**src/hw/rtl/bpa_pkg.sv**
```systemverilog
// Shared types, codes and default sizes for the buddy page allocator.
// Used by bpa_ctrl, bpa_datapath and buddy_page_allocator_core; no dependencies.
package bpa_pkg;

	localparam int NUM_PAGES_DEF  = 4096;
	localparam int MAX_ORDER_DEF  = 10;
	localparam int PAGE_SHIFT_DEF = 12;

	localparam int ADDR_W    = 48;
	localparam int KIND_W    = 2;
	localparam int ORD_W     = 4;
	localparam int STAT_W    = 2;
	localparam int FP_W      = 13;
	localparam int K_W       = 5;
	localparam int CFG_IDX_W = 1;
	localparam int OP_W      = 5;

	localparam logic [KIND_W-1:0] KIND_ALLOC = 2'd0;
	localparam logic [KIND_W-1:0] KIND_FREE  = 2'd1;
	localparam logic [KIND_W-1:0] KIND_INIT  = 2'd2;

	localparam logic [STAT_W-1:0] STAT_OK     = 2'd0;
	localparam logic [STAT_W-1:0] STAT_NOBLK  = 2'd1;
	localparam logic [STAT_W-1:0] STAT_REJECT = 2'd2;

	localparam logic [CFG_IDX_W-1:0] CFG_BASE  = 1'd0;
	localparam logic [CFG_IDX_W-1:0] CFG_FIRST = 1'd1;

	// datapath operations, one per cycle
	localparam logic [OP_W-1:0] OP_NOP        = 5'd0;
	localparam logic [OP_W-1:0] OP_LOAD       = 5'd1;
	localparam logic [OP_W-1:0] OP_DISPATCH   = 5'd2;
	localparam logic [OP_W-1:0] OP_CLR_START  = 5'd3;
	localparam logic [OP_W-1:0] OP_CLR        = 5'd4;
	localparam logic [OP_W-1:0] OP_INIT_A     = 5'd5;
	localparam logic [OP_W-1:0] OP_INIT_B     = 5'd6;
	localparam logic [OP_W-1:0] OP_CARVE      = 5'd7;
	localparam logic [OP_W-1:0] OP_REL_CHECK  = 5'd8;
	localparam logic [OP_W-1:0] OP_REL_EVAL   = 5'd9;
	localparam logic [OP_W-1:0] OP_REL_CLR    = 5'd10;
	localparam logic [OP_W-1:0] OP_PUSH1      = 5'd11;
	localparam logic [OP_W-1:0] OP_PUSH2      = 5'd12;
	localparam logic [OP_W-1:0] OP_REL_DONE   = 5'd13;
	localparam logic [OP_W-1:0] OP_FREE_CHECK = 5'd14;
	localparam logic [OP_W-1:0] OP_SEARCH     = 5'd15;
	localparam logic [OP_W-1:0] OP_UNLINK     = 5'd16;
	localparam logic [OP_W-1:0] OP_TK_CLR     = 5'd17;
	localparam logic [OP_W-1:0] OP_SPLIT      = 5'd18;
	localparam logic [OP_W-1:0] OP_TK_FIN     = 5'd19;
	localparam logic [OP_W-1:0] OP_EMIT       = 5'd20;

	typedef struct packed {
		logic [KIND_W-1:0] kind;
		logic [ORD_W-1:0]  order;
		logic [ADDR_W-1:0] address;
	} req_t;

	typedef struct packed {
		logic [STAT_W-1:0] status;
		logic [ADDR_W-1:0] block_address;
		logic [FP_W-1:0]   page_count;
	} rsp_t;

	typedef struct packed {
		logic [OP_W-1:0]   op;
		logic [STAT_W-1:0] code;
	} cmd_t;

	typedef struct packed {
		logic [KIND_W-1:0] kind;
		logic ord_bad;
		logic free_bad;
		logic init_empty;
		logic carve_end;
		logic rel_stop;
		logic rel_merge;
		logic head_ok;
		logic search_fail;
		logic split_done;
		logic half_ok;
		logic clr_last;
	} dp_status_t;

endpackage

```
**src/hw/rtl/bpa_ctrl.sv**
```systemverilog
// Sequencer of the buddy page allocator: one datapath operation per cycle.
// Depends on bpa_pkg.
module bpa_ctrl (
	input  logic                clk,
	input  logic                arst_n,
	input  logic                start,
	input  bpa_pkg::dp_status_t st,
	output bpa_pkg::cmd_t       cmd,
	output logic                busy
);
	import bpa_pkg::*;

	localparam logic [4:0] S_IDLE      = 5'd0;
	localparam logic [4:0] S_DISPATCH  = 5'd1;
	localparam logic [4:0] S_CLR_START = 5'd2;
	localparam logic [4:0] S_CLR       = 5'd3;
	localparam logic [4:0] S_INIT_A    = 5'd4;
	localparam logic [4:0] S_INIT_B    = 5'd5;
	localparam logic [4:0] S_CARVE     = 5'd6;
	localparam logic [4:0] S_REL_CHK   = 5'd7;
	localparam logic [4:0] S_REL_EVAL  = 5'd8;
	localparam logic [4:0] S_REL_CLR   = 5'd9;
	localparam logic [4:0] S_PUSH1     = 5'd10;
	localparam logic [4:0] S_PUSH2     = 5'd11;
	localparam logic [4:0] S_REL_DONE  = 5'd12;
	localparam logic [4:0] S_FREE_CHK  = 5'd13;
	localparam logic [4:0] S_SEARCH    = 5'd14;
	localparam logic [4:0] S_TK_UNL    = 5'd15;
	localparam logic [4:0] S_TK_CLR    = 5'd16;
	localparam logic [4:0] S_SPLIT     = 5'd17;
	localparam logic [4:0] S_TK_FIN    = 5'd18;
	localparam logic [4:0] S_EMIT      = 5'd19;

	localparam logic [1:0] M_RESET = 2'd0;
	localparam logic [1:0] M_ALLOC = 2'd1;
	localparam logic [1:0] M_FREE  = 2'd2;
	localparam logic [1:0] M_INIT  = 2'd3;

	logic [4:0]        state_q, state_d;
	logic [1:0]        mode_q, mode_d;
	logic [STAT_W-1:0] code_q, code_d;

	always_comb begin
		state_d = state_q;
		mode_d  = mode_q;
		code_d  = code_q;
		cmd.op  = OP_NOP;
		cmd.code = code_q;
		unique case (state_q)
			S_IDLE: begin
				if (start) begin
					cmd.op  = OP_LOAD;
					state_d = S_DISPATCH;
				end
			end
			S_DISPATCH: begin
				cmd.op = OP_DISPATCH;
				code_d = STAT_REJECT;
				case (st.kind)
					KIND_ALLOC: begin
						mode_d  = M_ALLOC;
						state_d = st.ord_bad ? S_EMIT : S_SEARCH;
					end
					KIND_FREE: begin
						mode_d  = M_FREE;
						state_d = S_FREE_CHK;
					end
					KIND_INIT: begin
						mode_d  = M_INIT;
						state_d = S_CLR_START;
					end
					default: state_d = S_EMIT;
				endcase
			end
			S_CLR_START: begin
				cmd.op  = OP_CLR_START;
				state_d = S_CLR;
			end
			S_CLR: begin
				cmd.op = OP_CLR;
				if (st.clr_last)
					state_d = (mode_q == M_INIT) ? S_INIT_A : S_IDLE;
			end
			S_INIT_A: begin
				cmd.op  = OP_INIT_A;
				state_d = S_INIT_B;
			end
			S_INIT_B: begin
				cmd.op = OP_INIT_B;
				code_d = STAT_OK;
				state_d = st.init_empty ? S_EMIT : S_CARVE;
			end
			S_CARVE: begin
				cmd.op = OP_CARVE;
				code_d = STAT_OK;
				state_d = st.carve_end ? S_EMIT : S_REL_CHK;
			end
			S_REL_CHK: begin
				cmd.op  = OP_REL_CHECK;
				state_d = st.rel_stop ? S_PUSH1 : S_REL_EVAL;
			end
			S_REL_EVAL: begin
				cmd.op  = OP_REL_EVAL;
				state_d = st.rel_merge ? S_REL_CLR : S_PUSH1;
			end
			S_REL_CLR: begin
				cmd.op  = OP_REL_CLR;
				state_d = S_REL_CHK;
			end
			S_PUSH1: begin
				cmd.op  = OP_PUSH1;
				state_d = S_PUSH2;
			end
			S_PUSH2: begin
				cmd.op  = OP_PUSH2;
				state_d = (mode_q == M_ALLOC) ? S_SPLIT : S_REL_DONE;
			end
			S_REL_DONE: begin
				cmd.op = OP_REL_DONE;
				code_d = STAT_OK;
				state_d = (mode_q == M_INIT) ? S_CARVE : S_EMIT;
			end
			S_FREE_CHK: begin
				cmd.op = OP_FREE_CHECK;
				code_d = STAT_REJECT;
				state_d = st.free_bad ? S_EMIT : S_REL_CHK;
			end
			S_SEARCH: begin
				cmd.op = OP_SEARCH;
				if (st.head_ok) begin
					state_d = S_TK_UNL;
				end else if (st.search_fail) begin
					code_d  = STAT_NOBLK;
					state_d = S_EMIT;
				end
			end
			S_TK_UNL: begin
				cmd.op  = OP_UNLINK;
				state_d = S_TK_CLR;
			end
			S_TK_CLR: begin
				cmd.op  = OP_TK_CLR;
				state_d = S_SPLIT;
			end
			S_SPLIT: begin
				cmd.op = OP_SPLIT;
				if (st.split_done)
					state_d = S_TK_FIN;
				else if (st.half_ok)
					state_d = S_PUSH1;
			end
			S_TK_FIN: begin
				cmd.op  = OP_TK_FIN;
				code_d  = STAT_OK;
				state_d = S_EMIT;
			end
			S_EMIT: begin
				cmd.op  = OP_EMIT;
				state_d = S_IDLE;
			end
			default: state_d = S_IDLE;
		endcase
	end

	always_ff @(posedge clk or negedge arst_n) begin
		if (!arst_n) begin
			state_q <= S_CLR_START;
			mode_q  <= M_RESET;
			code_q  <= STAT_OK;
		end else begin
			state_q <= state_d;
			mode_q  <= mode_d;
			code_q  <= code_d;
		end
	end

	assign busy = (state_q != S_IDLE);

endmodule

```
**config.mk**
```make
export PLATFORM = sky130hd
export DESIGN_NAME = bpa_ctrl
export DESIGN_NICKNAME = d
export VERILOG_FILES = /design/src/hw/rtl/bpa_pkg.sv /design/src/hw/rtl/bpa_ctrl.sv
export SDC_FILE = /design/constraint.sdc
export NUM_CORES = 1
export LEC_CHECK = 0
export BUFFER_PORTS_ARGS = -buffer_cell sky130_fd_sc_hd__buf_2
export CORE_MARGIN = 2
export CORE_UTILIZATION = 50
export DETAILED_ROUTE_END_ITERATION = 12
export HOLD_SLACK_MARGIN = 0.05
export PLACE_DENSITY = 0.74
export SLEW_MARGIN = 20
export SYNTH_ARGS = -nofsm -noshare
export SYNTH_HDL_FRONTEND = slang
export SYNTH_SLANG_ARGS = --single-unit
```
**constraint.sdc**
```tcl
create_clock -name clk -period 4.29 [get_ports clk]
set_input_delay 0.2145 -clock clk [delete_from_list [all_inputs] [get_ports clk]]
set_output_delay 0.2145 -clock clk [all_outputs]
set_load 0.01 [all_outputs]
```
==> reports/results.tsv <==
stage	metric	value	unit
cells_and_area	nets	185	
cells_and_area	areaGrowthSynthToFinish	9.42	%
worst_setup_path	crit_arrival	1.93	ns
cells_and_area	drive_gt1_share	23.8	%
min_path	hold_path_class	in -> reg	
grt	antenna_found_initial	0	
grt	use_met1	35.3	%
power_and_ir_drop	p_leak	0.519	nW
synthesis	synth_fa_ha_area_share	4.43	%
cells_and_area	nFillCells	223	
power_and_ir_drop	irDropWorstVdd	0.000468	V
synthesis	synthCells	147	
routing	wl	2.93	mm
worst_setup_path	worstSetupEndpointType	output pin	
min_path	hold_path.startpoint	st[1]	
synthesis	synth_commonest_cells	a21oi_1 (14), nand2_1 (14), nor2_1 (12)	
cts	postCtsSetupBuffers	0	
grt	grt-busiest-layer	met2	
cts	insertion_delay	0.25	ns
routing	avgViaCountPerCell	6.03	
grt	overflow	0	
synthesis	ys.flop_type	dfrtp_1	
placed_design	dpl.hpwl	2.23	mm
grt	use_met2	38.0	%
grt	grt_pass1_wl	4.90	mm
floorplanning	dieArea	0.00265	sq mm
worst_setup_path	critPathSlowestCell	dfrtp_1	
timing	worst_slack	2.15	ns
timing	finalSetupViolations	0	
worst_setup_path	critPathKind	reg -> out	
placed_design	dp.cells	187	
timing	finalClockSkew	0.00349	ns
cts	cts_root_buffer	clkbuf_4	
synthesis	synth_top_family_by_area	simple AND/OR/NAND/NOR gates	
synthesis	syn_nets	167	
min_path	whs_endpoint	state_q[3]$_DFFE_PN0P_	
synthesis	synthSimpleGateAreaFrac	38.9	%
cts	tritoncts	built	
job	drv.max_cap_violation_count	0	
floorplanning	die_h	51.5	microns
timing	grt_setup_unrepaired	no	
routing	vias	1157	
grt	grt_max_degree	25	
routing	post_drt_wl_per_cell	15.3	microns
timing	period_needed	2.14	ns
cells_and_area	fin_area	0.00123	sq mm
floorplanning	die_x	51.5	microns
worst_setup_path	critPathBufInv	1	
synthesis	synthTopCellsByArea	dfrtp_1 (18%), a21oi_1 (6.2%), nand2_1 (4.7%)	
cts	cts_buffer_depth	2	
routing	dr.pass1.iters	4	
timing	max_clock_freq	0.467	GHz
floorplanning	ios	24	
worst_setup_path	cp-start-kind	register	
power_and_ir_drop	powerDensity	602	mW/mm^2
worst_setup_path	cp_data_required_time	4.08	ns
synthesis	yosysWarnings	0	
power_and_ir_drop	power	743	uW
synthesis	synthArstFlopShare	100	%
worst_setup_path	rrSetupSlack	2.31	ns
timing	holdWs	0.268	ns
placed_design	gp_congestion	0.924	
synthesis	syn_area	0.00113	sq mm
worst_setup_path	path_delay_family	simple AND/OR/NAND/NOR gates	
min_path	holdPathStages	3	
timing	finalHoldViolations	0	
cts	cts_made_buffers	3	
worst_setup_path	regToRegEndpoint	state_q[2]$_DFFE_PN0P_	
timing	worst_pin_slew	0.717	ns
worst_setup_path	reg2reg_from	state_q[4]$_DFFE_PN0P_	
placed_design	io_buffers	23	
cells_and_area	seqCellArea	226	sq um
worst_setup_path	cp_max_fo	21	
worst_setup_path	cp_cell_sequence	nor3_2 > o21ai_0 > nand4b_1 > o21ai_1 > buf_2	
worst_setup_path	cpPeakStageDelay	0.63	ns
synthesis	synth_cell_types	52	
grt	first_global_vias	1050	
synthesis	seq_area_frac_synth	20.1	%
cells_and_area	multiInputGateArea	807	sq um
grt	grt_usage	24.6	%
worst_setup_path	r2r_cells	4	
synthesis	synth_edf_count	0	
floorplanning	start_util	52.0	%
timing	relSlewSlack	52.2	%
cts	ctsHtreeMaxLevel	1	
cts	path_clk_slew	0.06	ns
synthesis	yosys.area.top_type_share	17.7	%
routing	ant_nets	0	
cells_and_area	diodes	0	
timing	drv_slew	0	
cts	clock-sinks	9	
grt	grt_util_met3	3.74	%
synthesis	synthMuxAreaShare	2.00	%
timing	period_share	49.9	%
floorplanning	rows	17	
outcome	status	finished clean	
placed_design	postPlaceCellArea	0.00120	sq mm
cells_and_area	post-route-util	56.9	%
placed_design	dp_slack	2.31	ns
synthesis	synth_compound_area_share	24.6	%
synthesis	synth-xor-area-share	1.55	%
synthesis	avgSynthCellArea	7.68	sq um
timing	setup_tns	0	ns
synthesis	yosysTopAreaCell	dfrtp_1	
routing	drc	0	
floorplanning	core-area	0.00217	sq mm
cells_and_area	layout.cells.non_filler	192	
routing	initialDrtViolationCount	76	
synthesis	ys_ff_latch	9	
-- metal layers --
metal / share of wire, % / up-vias
met1: 41 / 521
met4: 2.2 / 0
met5: 0 / -
li1: - / 574
met3: 7.5 / 6
met2: 49 / 56
-- sequential cells by signal, summed over array words and instances, names as in the netlist --
register / count
mode_q: 2
state_q: 5
code_q: 2
-- worst max-delay path by stage --
stage / from / end / slack [ns] / cells past startpoint
floorplan: state_q[1]$_DFFE_PN1P_ / state_q[0]$_DFFE_PN0P_ / 2.77 / 6
detailed placement: state_q[4]$_DFFE_PN0P_ / state_q[2]$_DFFE_PN0P_ / 2.31 / 4
finish: state_q[4]$_DFFE_PN0P_ / cmd[3] / 2.15 / 5
global route: state_q[2]$_DFFE_PN0P_ / cmd[3] / 2.01 / 5
CTS: state_q[4]$_DFFE_PN0P_ / cmd[3] / 2.17 / 5
global placement: state_q[4]$_DFFE_PN0P_ / state_q[2]$_DFFE_PN0P_ / 2.35 / 4
-- worst register-to-register path: cells and delay by family, from the launching register on --
kind,cells,cell delay [ns]
flip-flops,1,0.78
AO/OA/AOI/OAI,2,0.21
AND/OR/NAND/NOR,2,0.88
-- placed cells by master, fill, tap and decap left out, types with 3 or more instances in the layout --
cell type,instances
nand2b_1,7
dfrtp_1,8
buf_2,23
ha_1,4
a21oi_1,14
inv_1,4
nand3_1,7
clkbuf_4,3
nand2_1,14
nor2b_1,4
nor3_1,4
nor2_1,12
o22ai_1,3
nand4b_1,3
a31oi_1,4
o21ai_0,4
-- logic make-up (layout without fill, tap and decap cells) --
kind of cell    after synthesis  count (layout)
compound gates               41              41
xor+xnor                      2               2
fa+ha+maj                     4               4
buf+inv                      15              32
flops                         9               9
mux                           2               2
simple gates                 74              74
-- cell type report --
type,instances,area share (%)
Clock buffer,4,2.13
Inverter,4,1.22
Multi-Input combinational cell,123,65.3
Sequential cell,9,18.3
Tap cell,28,2.84
Timing Repair Buffer,24,10.1
-- power by group --
part	switching [mW]	leakage [nW]	total [mW]	internal, mW
sequential	0.117	0.109	0.242	0.125
combinational	0.233	0.395	0.440	0.207
clock	0.0258	0.0150	0.0614	0.0356
-- what timing repair did --
action | 4_1_cts | 5_1_grt
hold buffers | 1 | 0
resized for setup | 0 | 0
hold endpoints to repair | 9 | 0
Note: power is estimated with default switching activity, not from simulation.
